===== src/rtl/core/ldagc_pkg.sv =====
// shared types and constants for the log-domain agc loop
// no dependencies
`timescale 1ns / 1ps

package ldagc_pkg;

  localparam int GAIN_BITS  = 6;
  localparam int LVL_BITS   = 8;
  localparam int ERR_BITS   = 9;
  localparam int OUTL_BITS  = 9;
  localparam int DB_BITS    = 4;
  localparam int ALPHA_BITS = 10;
  localparam int FRAC_BITS  = 10;
  localparam int FG_BITS    = GAIN_BITS + FRAC_BITS;

  localparam logic [GAIN_BITS-1:0]  GAIN_RESET_DB   = 6'd24;
  localparam logic [ALPHA_BITS-1:0] ALPHA_RESET_Q10 = 10'd819;

  // register indexes
  localparam logic [2:0] REG_ENABLE   = 3'd0;
  localparam logic [2:0] REG_TARGET   = 3'd1;
  localparam logic [2:0] REG_DEADBAND = 3'd2;
  localparam logic [2:0] REG_BLANKLIM = 3'd3;
  localparam logic [2:0] REG_ALPHA    = 3'd4;
  localparam logic [2:0] REG_READBACK = 3'd5;

  typedef struct packed {
    logic                         enable_loop;
    logic signed [LVL_BITS-1:0]   target_level_dbfs;
    logic [DB_BITS-1:0]           deadband_db;
    logic [DB_BITS-1:0]           blank_count_limit;
    logic [ALPHA_BITS-1:0]        loop_coefficient_q10;
    logic                         readback_in_use;
  } cfg_t;

  typedef struct packed {
    logic clear_blank;
  } cfg_ctl_t;

endpackage


===== src/rtl/core/ldagc_front.sv =====
// front end: accepts input beats and classifies them for the back end
// depends on ldagc_pkg
`timescale 1ns / 1ps

module ldagc_front import ldagc_pkg::*; #(
  parameter int MAG_BITS    = 16,
  parameter int GAIN_MAX_DB = 46,
  parameter int ENTRY_BITS  = MAG_BITS + LVL_BITS + GAIN_BITS + ERR_BITS + 1
) (
  input  logic                        in_valid,
  output logic                        in_ready,
  input  logic [MAG_BITS-1:0]         raw_magnitude,
  input  logic signed [LVL_BITS-1:0]  level_dbfs,
  input  logic [GAIN_BITS-1:0]        readback_gain_db,
  input  cfg_t                        cfg,
  input  logic                        q_full,
  output logic                        push,
  output logic [ENTRY_BITS-1:0]       entry
);

  logic signed [ERR_BITS-1:0] err;
  logic                       resync;

  assign in_ready = !q_full;
  assign push     = in_valid && !q_full;

  // the user must change target only while idle, which the block does not enforce; the error is formed here
  assign err = ERR_BITS'(cfg.target_level_dbfs) - ERR_BITS'(level_dbfs);
  assign resync = cfg.readback_in_use &&
                  (readback_gain_db <= GAIN_BITS'(GAIN_MAX_DB));

  assign entry = {raw_magnitude, level_dbfs, readback_gain_db, err, resync};

endmodule


===== src/rtl/core/ldagc_queue.sv =====
// two-entry queue between front and back end
// depends on nothing but its width parameter
`timescale 1ns / 1ps

module ldagc_queue #(
  parameter int WIDTH = 40
) (
  input  logic             clk,
  input  logic             rst,
  input  logic             push,
  input  logic [WIDTH-1:0] push_data,
  output logic             full,
  output logic             valid,
  input  logic             pop,
  output logic [WIDTH-1:0] pop_data
);

  logic [WIDTH-1:0] mem [2];
  logic             wptr;
  logic             rptr;
  logic [1:0]       count;

  assign full     = (count == 2'd2);
  assign valid    = (count != 2'd0);
  assign pop_data = mem[rptr];

  always_ff @(posedge clk) begin
    if (push) begin
      mem[wptr] <= push_data;
    end
  end

  always_ff @(posedge clk) begin
    if (rst) begin
      wptr  <= 1'b0;
      rptr  <= 1'b0;
      count <= 2'd0;
    end else begin
      if (push) wptr <= !wptr;
      if (pop)  rptr <= !rptr;
      case ({push, pop})
        2'b10:   count <= count + 2'd1;
        2'b01:   count <= count - 2'd1;
        default: count <= count;
      endcase
    end
  end

endmodule


===== src/rtl/core/ldagc_back.sv =====
// back end: loop state, gain update and output register
// depends on ldagc_pkg
`timescale 1ns / 1ps

module ldagc_back import ldagc_pkg::*; #(
  parameter int MAG_BITS    = 16,
  parameter int GAIN_MAX_DB = 46,
  parameter int ENTRY_BITS  = MAG_BITS + LVL_BITS + GAIN_BITS + ERR_BITS + 1
) (
  input  logic                        clk,
  input  logic                        rst,
  input  cfg_t                        cfg,
  input  cfg_ctl_t                    ctl,
  input  logic                        q_valid,
  input  logic [ENTRY_BITS-1:0]       q_data,
  output logic                        q_pop,
  output logic                        out_valid,
  input  logic                        out_ready,
  output logic [GAIN_BITS-1:0]        gain_db,
  output logic                        gain_write,
  output logic                        loop_ran,
  output logic signed [OUTL_BITS-1:0] level_before_amp_dbfs
);

  localparam int SUM_BITS  = FG_BITS + 5;
  localparam int PROD_BITS = ALPHA_BITS + 1 + ERR_BITS;
  localparam logic signed [SUM_BITS-1:0] FG_MAX =
    SUM_BITS'(GAIN_MAX_DB * (1 << FRAC_BITS));
  localparam logic [GAIN_BITS-1:0] GAIN_MAX = GAIN_BITS'(GAIN_MAX_DB);

  logic [MAG_BITS-1:0]         last_magnitude;
  logic [DB_BITS-1:0]          blank_counter;
  logic                        gain_changed_mark;
  logic [GAIN_BITS-1:0]        integer_gain;
  logic [FG_BITS-1:0]          filtered_gain_q10;
  logic signed [OUTL_BITS-1:0] last_input_level;

  logic [MAG_BITS-1:0]         e_mag;
  logic signed [LVL_BITS-1:0]  e_lvl;
  logic [GAIN_BITS-1:0]        e_rb;
  logic signed [ERR_BITS-1:0]  e_err;
  logic                        e_resync;

  logic                        run;
  logic                        allowed;
  logic [GAIN_BITS-1:0]        g0;
  logic signed [ERR_BITS-1:0]  err_rail;
  logic [ERR_BITS-1:0]         mag_err;
  logic signed [ERR_BITS-1:0]  err_fin;
  logic signed [PROD_BITS-1:0] prod;
  logic signed [SUM_BITS-1:0]  sum;
  logic [FG_BITS-1:0]          fg_next;
  logic [GAIN_BITS-1:0]        gain_next;
  logic signed [OUTL_BITS-1:0] level_next;

  assign {e_mag, e_lvl, e_rb, e_err, e_resync} = q_data;

  assign q_pop = q_valid && (!out_valid || out_ready);

  always_comb begin
    run      = cfg.enable_loop && (e_mag != last_magnitude);
    g0       = e_resync ? e_rb : integer_gain;
    allowed  = run && (!gain_changed_mark || (blank_counter >= cfg.blank_count_limit));

    // no push past the rails
    err_rail = e_err;
    if (g0 == GAIN_MAX) begin
      if (e_err > 0) err_rail = '0;
    end else if (g0 == '0) begin
      if (e_err < 0) err_rail = '0;
    end
    mag_err = err_rail[ERR_BITS-1] ? ERR_BITS'(-err_rail) : ERR_BITS'(err_rail);
    err_fin = (mag_err <= ERR_BITS'(cfg.deadband_db)) ? '0 : err_rail;

    prod = $signed({1'b0, cfg.loop_coefficient_q10}) * err_fin;
    sum  = $signed({5'b0, filtered_gain_q10}) + SUM_BITS'(prod);
    if (sum > FG_MAX) begin
      fg_next = FG_BITS'(FG_MAX);
    end else if (sum < 0) begin
      fg_next = '0;
    end else begin
      fg_next = FG_BITS'(sum);
    end
    gain_next  = fg_next[FG_BITS-1:FRAC_BITS];
    level_next = OUTL_BITS'(e_lvl) - OUTL_BITS'($signed({1'b0, g0}));
  end

  always_ff @(posedge clk) begin
    if (rst) begin
      last_magnitude    <= '0;
      blank_counter     <= '0;
      gain_changed_mark <= 1'b0;
      integer_gain      <= GAIN_RESET_DB;
      filtered_gain_q10 <= FG_BITS'(GAIN_RESET_DB) << FRAC_BITS;
      last_input_level  <= -OUTL_BITS'(GAIN_RESET_DB);
      out_valid         <= 1'b0;
    end else begin
      if (q_pop) begin
        out_valid <= 1'b1;
      end else if (out_ready) begin
        out_valid <= 1'b0;
      end
      if (ctl.clear_blank) begin
        blank_counter     <= '0;
        gain_changed_mark <= 1'b0;
      end else if (q_pop && allowed) begin
        blank_counter     <= '0;
        gain_changed_mark <= (err_fin != 0);
      end else if (q_pop && run) begin
        blank_counter <= blank_counter + DB_BITS'(1);
      end
      if (q_pop) begin
        gain_write <= allowed && (err_fin != 0);
        loop_ran   <= allowed;
        if (allowed) begin
          last_magnitude        <= e_mag;
          last_input_level      <= level_next;
          filtered_gain_q10     <= fg_next;
          integer_gain          <= gain_next;
          gain_db               <= gain_next;
          level_before_amp_dbfs <= level_next;
        end else if (run) begin
          integer_gain          <= g0;
          gain_db               <= g0;
          level_before_amp_dbfs <= last_input_level;
        end else begin
          gain_db               <= integer_gain;
          level_before_amp_dbfs <= last_input_level;
        end
      end
    end
  end

endmodule


===== src/rtl/core/log_domain_agc_loop.sv =====
// top level of the log-domain agc loop: register file, front, queue, back
// depends on ldagc_pkg, ldagc_front, ldagc_queue, ldagc_back
//
//  channel   signals                                      beat
//  apb       psel penable pwrite paddr pwdata prdata       one register write or read
//  in        in_valid in_ready + 3 fields                  one magnitude report
//  out       out_valid out_ready + 4 fields                one gain update result
//
// one beat per cycle sustained while out_ready is high; a result passes from the front
// into the two-entry queue, then through the registered update in the back end
// the gain multiply-accumulate and saturate are combinational in the back end
// synchronous reset clears loop state, queue and output valid; no clearing pass
// an output stall fills the queue, then in_ready drops
`timescale 1ns / 1ps

module log_domain_agc_loop import ldagc_pkg::*; #(
  parameter int MAG_BITS    = 16,
  parameter int GAIN_MAX_DB = 46
) (
  input  logic                        clk,
  input  logic                        rst,
  input  logic                        psel,
  input  logic                        penable,
  input  logic                        pwrite,
  input  logic [4:0]                  paddr,
  input  logic [31:0]                 pwdata,
  output logic [31:0]                 prdata,
  output logic                        pready,
  input  logic                        in_valid,
  output logic                        in_ready,
  input  logic [MAG_BITS-1:0]         raw_magnitude,
  input  logic signed [LVL_BITS-1:0]  level_dbfs,
  input  logic [GAIN_BITS-1:0]        readback_gain_db,
  output logic                        out_valid,
  input  logic                        out_ready,
  output logic [GAIN_BITS-1:0]        gain_db,
  output logic                        gain_write,
  output logic                        loop_ran,
  output logic signed [OUTL_BITS-1:0] level_before_amp_dbfs
);

  localparam int ENTRY_BITS = MAG_BITS + LVL_BITS + GAIN_BITS + ERR_BITS + 1;

  cfg_t                  cfg;
  cfg_ctl_t              ctl;
  logic                  wr_en;
  logic [2:0]            wr_idx;
  logic                  q_full;
  logic                  q_valid;
  logic                  q_pop;
  logic                  push;
  logic [ENTRY_BITS-1:0] entry;
  logic [ENTRY_BITS-1:0] q_data;

  assign pready = 1'b1;
  assign wr_en  = psel && penable && pwrite;
  assign wr_idx = paddr[4:2];

  always_comb begin
    ctl.clear_blank = wr_en && ((wr_idx == REG_BLANKLIM) ||
                      ((wr_idx == REG_ENABLE) && pwdata[0] && !cfg.enable_loop));
  end

  always_ff @(posedge clk) begin
    if (rst) begin
      cfg.enable_loop          <= 1'b0;
      cfg.target_level_dbfs    <= '0;
      cfg.deadband_db          <= DB_BITS'(1);
      cfg.blank_count_limit    <= DB_BITS'(1);
      cfg.loop_coefficient_q10 <= ALPHA_RESET_Q10;
      cfg.readback_in_use      <= 1'b0;
    end else if (wr_en) begin
      unique case (wr_idx)
        REG_ENABLE:   cfg.enable_loop          <= pwdata[0];
        REG_TARGET:   cfg.target_level_dbfs    <= pwdata[LVL_BITS-1:0];
        REG_DEADBAND: cfg.deadband_db          <= pwdata[DB_BITS-1:0];
        REG_BLANKLIM: cfg.blank_count_limit    <= pwdata[DB_BITS-1:0];
        REG_ALPHA:    cfg.loop_coefficient_q10 <= pwdata[ALPHA_BITS-1:0];
        REG_READBACK: cfg.readback_in_use      <= pwdata[0];
        default:      ;
      endcase
    end
  end

  always_comb begin
    unique case (paddr[4:2])
      REG_ENABLE:   prdata = {31'b0, cfg.enable_loop};
      REG_TARGET:   prdata = 32'($signed(cfg.target_level_dbfs));
      REG_DEADBAND: prdata = {28'b0, cfg.deadband_db};
      REG_BLANKLIM: prdata = {28'b0, cfg.blank_count_limit};
      REG_ALPHA:    prdata = {22'b0, cfg.loop_coefficient_q10};
      REG_READBACK: prdata = {31'b0, cfg.readback_in_use};
      default:      prdata = '0;
    endcase
  end

  ldagc_front #(
    .MAG_BITS    (MAG_BITS),
    .GAIN_MAX_DB (GAIN_MAX_DB),
    .ENTRY_BITS  (ENTRY_BITS)
  ) u_front (
    .in_valid         (in_valid),
    .in_ready         (in_ready),
    .raw_magnitude    (raw_magnitude),
    .level_dbfs       (level_dbfs),
    .readback_gain_db (readback_gain_db),
    .cfg              (cfg),
    .q_full           (q_full),
    .push             (push),
    .entry            (entry)
  );

  ldagc_queue #(
    .WIDTH (ENTRY_BITS)
  ) u_queue (
    .clk       (clk),
    .rst       (rst),
    .push      (push),
    .push_data (entry),
    .full      (q_full),
    .valid     (q_valid),
    .pop       (q_pop),
    .pop_data  (q_data)
  );

  ldagc_back #(
    .MAG_BITS    (MAG_BITS),
    .GAIN_MAX_DB (GAIN_MAX_DB),
    .ENTRY_BITS  (ENTRY_BITS)
  ) u_back (
    .clk                   (clk),
    .rst                   (rst),
    .cfg                   (cfg),
    .ctl                   (ctl),
    .q_valid               (q_valid),
    .q_data                (q_data),
    .q_pop                 (q_pop),
    .out_valid             (out_valid),
    .out_ready             (out_ready),
    .gain_db               (gain_db),
    .gain_write            (gain_write),
    .loop_ran              (loop_ran),
    .level_before_amp_dbfs (level_before_amp_dbfs)
  );

endmodule


===== config.mk =====
export PLATFORM = sky130hd
export DESIGN_NAME = log_domain_agc_loop
export DESIGN_NICKNAME = d
export VERILOG_FILES = /design/src/rtl/core/ldagc_pkg.sv /design/src/rtl/core/ldagc_front.sv /design/src/rtl/core/ldagc_queue.sv /design/src/rtl/core/ldagc_back.sv /design/src/rtl/core/log_domain_agc_loop.sv
export SDC_FILE = /design/constraint.sdc
export NUM_CORES = 1
export LEC_CHECK = 0
export BUFFER_PORTS_ARGS = -buffer_cell sky130_fd_sc_hd__buf_2
export CAP_MARGIN = 0
export CORE_MARGIN = 1
export CORE_UTILIZATION = 59
export DETAILED_ROUTE_END_ITERATION = 7
export PLACE_DENSITY = 0.8
export REMOVE_ABC_BUFFERS = 1
export SLEW_MARGIN = 20
export SYNTH_ARGS = -nofsm -noshare
export SYNTH_HDL_FRONTEND = slang
export SYNTH_SLANG_ARGS = --single-unit

===== constraint.sdc =====
create_clock -name clk -period 27.8 [get_ports clk]
set_clock_uncertainty 0.1 [all_clocks]
set_input_delay 2.78 -clock clk [delete_from_list [all_inputs] [get_ports clk]]
set_output_delay 2.78 -clock clk [all_outputs]
set_load 0.02 [all_outputs]

==> flow_summary_export.csv <==
group,metric,value,unit
synthesis,yosys-top-cells-area,"edfxtp_1 24%, dfxtp_1 14%, fa_1 12%, ha_1 9.1%, inv_1 4.7%",
grt,grt_use_total,24.9,%
critical_path,cp_slowest_cell,"nor4b_4",
synthesis,yosys_most_used_dff,"edfxtp_1",
layout,nNetsFinal,1543,
floorplan,dieArea,21500,um2
critical_path,startpoint_type,"register",
cts,cts_made_buffers,17,
status,status,"completed",
placed_design,io_buffers,100,
grt,grt_pass1_vias,8724,
cts,cts_buffer_depth,2,
timing,hold_viol_final,0,
floorplan,fp.coreArea,20400,um2
synthesis,synth-edff-count,97,
timing,setup_violations,0,
cts,insertion_delay,0.43,ns
critical_path,path_class,"register to register",
layout,seqCellArea,4640,um2
floorplan,start_util,60.6,%
placed_design,place_ws,17.51,ns
routing,dr.pass1.iters,5,
synthesis,synth_seq_area_share,37.5,%
placed_design,post_dp_cell_area,12900,um2
routing,dr_total_vias,9030,
timing,setup_tns,0,ns
cts,postCtsResizedCells,0,
cts,cts.sinks,183,
critical_path,worst-path-max-fanout,54,
grt,grt_overflow,0,
timing,max_freq,0.0964,GHz
cts,cts_hold_buf,0,
synthesis,syn_inst,1248,
layout,drive_above_1_share,13.4,%
routing,vias_per_cell,5.68,
placed_design,gp_congestion,0.878,
cts,cts_tree,"yes",
critical_path,worstPathArrival,10.65,ns
critical_path,max_stage_delay,0.61,ns
routing,drtIter0Drc,593,
layout,antennaDiodeCount,0,
synthesis,netlist_top_cells_count,"153 x inv_1, 110 x nor2_1, 105 x nand2_1",
critical_path,cp_common_cell,"fa_1",
grt,antenna_found_initial,0,
grt,grt_max_degree,64,
flow_run,max_cap_violations,0,
floorplan,top_level_ports,126,
critical_path,worstPathRequired,28.08,ns
critical_path,endpoint_kind,"register",
cts,cts_root_buf,"clkbuf_16",
worst_hold_path,hold_path.class,"register to register",
timing,min_period_over_period,37.3,%
layout,area_growth,9.50,%
routing,wl_per_cell,16.5,um
synthesis,ys_warn_count,0,
synthesis,synth.distinct_cells,67,
floorplan,die_w,147,um
grt,grt_pass1_wl,42.5,mm
timing,period_needed,10.38,ns
routing,drcViolationCount,0,
timing,worst_pin_slew,0.950,ns
timing,setup_ws,17.42,ns
cts,clkTransAtPathRegs,0.08,ns
synthesis,syn_avg_cell_area,9.89,um2
timing,slew_headroom,36.7,%
placed_design,dp_hpwl,19.4,mm
synthesis,synth.most_common_cell,"inv_1",
layout,fin_area,13500,um2
floorplan,die_h,147,um
cts,h-tree-depth,4,
synthesis,yosysTopAreaCellShare,23.6,%
timing,rsz0062_at_grt,"false",
layout,multi_input_area,6800,um2
layout,fillers,1546,
timing,drv_slew,0,
synthesis,synth-async-reset-ratio,0,%
synthesis,yosys.area.top_type,"edfxtp_1",
synthesis,synth-seq-cells,183,
synthesis,synth_area,12300,um2
cts,cts_setup_buffers,0,
routing,ant_nets,0,
routing,postRouteWirelength,26.2,mm
floorplan,rows,52,
-- kinds of logic (layout without fill, tap and decap cells) --
logic type / Yosys count / count (layout) / share of synthesized area [%]
adders and majority gates: 162 / 162 / 20.8
AOI/OAI and AO/OA: 210 / 210 / 11.4
and+or+nand+nor: 359 / 359 / 13.9
DFF: 183 / 183 / 37.5
other: 1 / 1 / 0.0304
xor gates and xnor gates: 45 / 45 / 3.19
muxes: 68 / 68 / 5.68
buffers and inverters: 220 / 292 / 7.45
-- per-stage QoR --
step	util, %	hold WS [ns]	std cells
2_1_floorplan	-	0.320	1182
3_3_place_gp	63.3	0.334	1557
3_5_place_dp	63.3	0.342	1557
4_1_cts	66.2	0.361	1589
5_1_grt	66.4	0.406	1590
6_report	66.4	0.356	1590
-- path summary, 6_finish.rpt --
path	endpoint	slack, ns	cells after the start	start
worst max-delay path	u_back.filtered_gain_q10[4]$_SDFFE_PP0P_	17.42	36	register
worst min-delay path	u_back.last_input_level[0]$_SDFFE_PP0P_	0.36	2	u_back.last_input_level[0]$_SDFFE_PP0P_
worst max register to register	u_back.filtered_gain_q10[4]$_SDFFE_PP0P_	17.42	36	register
worst min register to register	u_back.last_input_level[0]$_SDFFE_PP0P_	0.36	2	u_back.last_input_level[0]$_SDFFE_PP0P_
-- cell type report --
type | count | area share (%)
Timing Repair Buffer | 106 | 4.18
Inverter | 154 | 4.28
Tap cell | 270 | 2.50
Sequential cell | 183 | 34.3
Clock inverter | 13 | 1.17
Multi-Input combinational cell | 845 | 50.3
Clock buffer | 19 | 3.28
-- layout by cell type, fill, tap and decap left out, drive strengths merged, types with 34 or more instances in the layout --
cell type and instances:
inv 160, nor2 117, buf 106, nand2 105
edfxtp 97, ha 90, dfxtp 86, fa 72
a21oi 55, mux2i 52, o21ai 52, and2 35
xnor2 34
-- sequential cells by signal, summed over array words and instances, names as in the netlist, 4 cells and up, named ones only --
name,flops
u_back.filtered_gain_q10,16
u_back.last_magnitude,16
u_back.blank_counter,4
cfg,28
u_queue.mem,80
u_back.level_before_amp_dbfs,9
u_back.last_input_level,9
u_back.gain_db,6
u_back.integer_gain,6
-- worst max-delay path: cells and delay by family, from the launching register on --
| kind | cells | cell delay, ns |
|---|---|---|
| mux | 1 | 0.51 |
| xor+xnor | 1 | 0.19 |
| flops | 1 | 0.35 |
| buf+inv | 5 | 0.79 |
| simple gates | 7 | 1.53 |
| compound gates | 14 | 3.25 |
| fa+ha+maj | 8 | 3.58 |
-- layer usage --
metal / global-route usage (%) / up-vias / part of all wire, %
li1: - / 4344 / -
met5: 0 / - / 0
met4: 9.90 / 0 / 2.6
met1: 33.2 / 4341 / 44
met3: 3.47 / 54 / 5.3
met2: 41.2 / 291 / 48
Power is left out: the tool's default activity adds up to more than one toggle a clock period on the data nets, which glitch-free logic cannot reach.
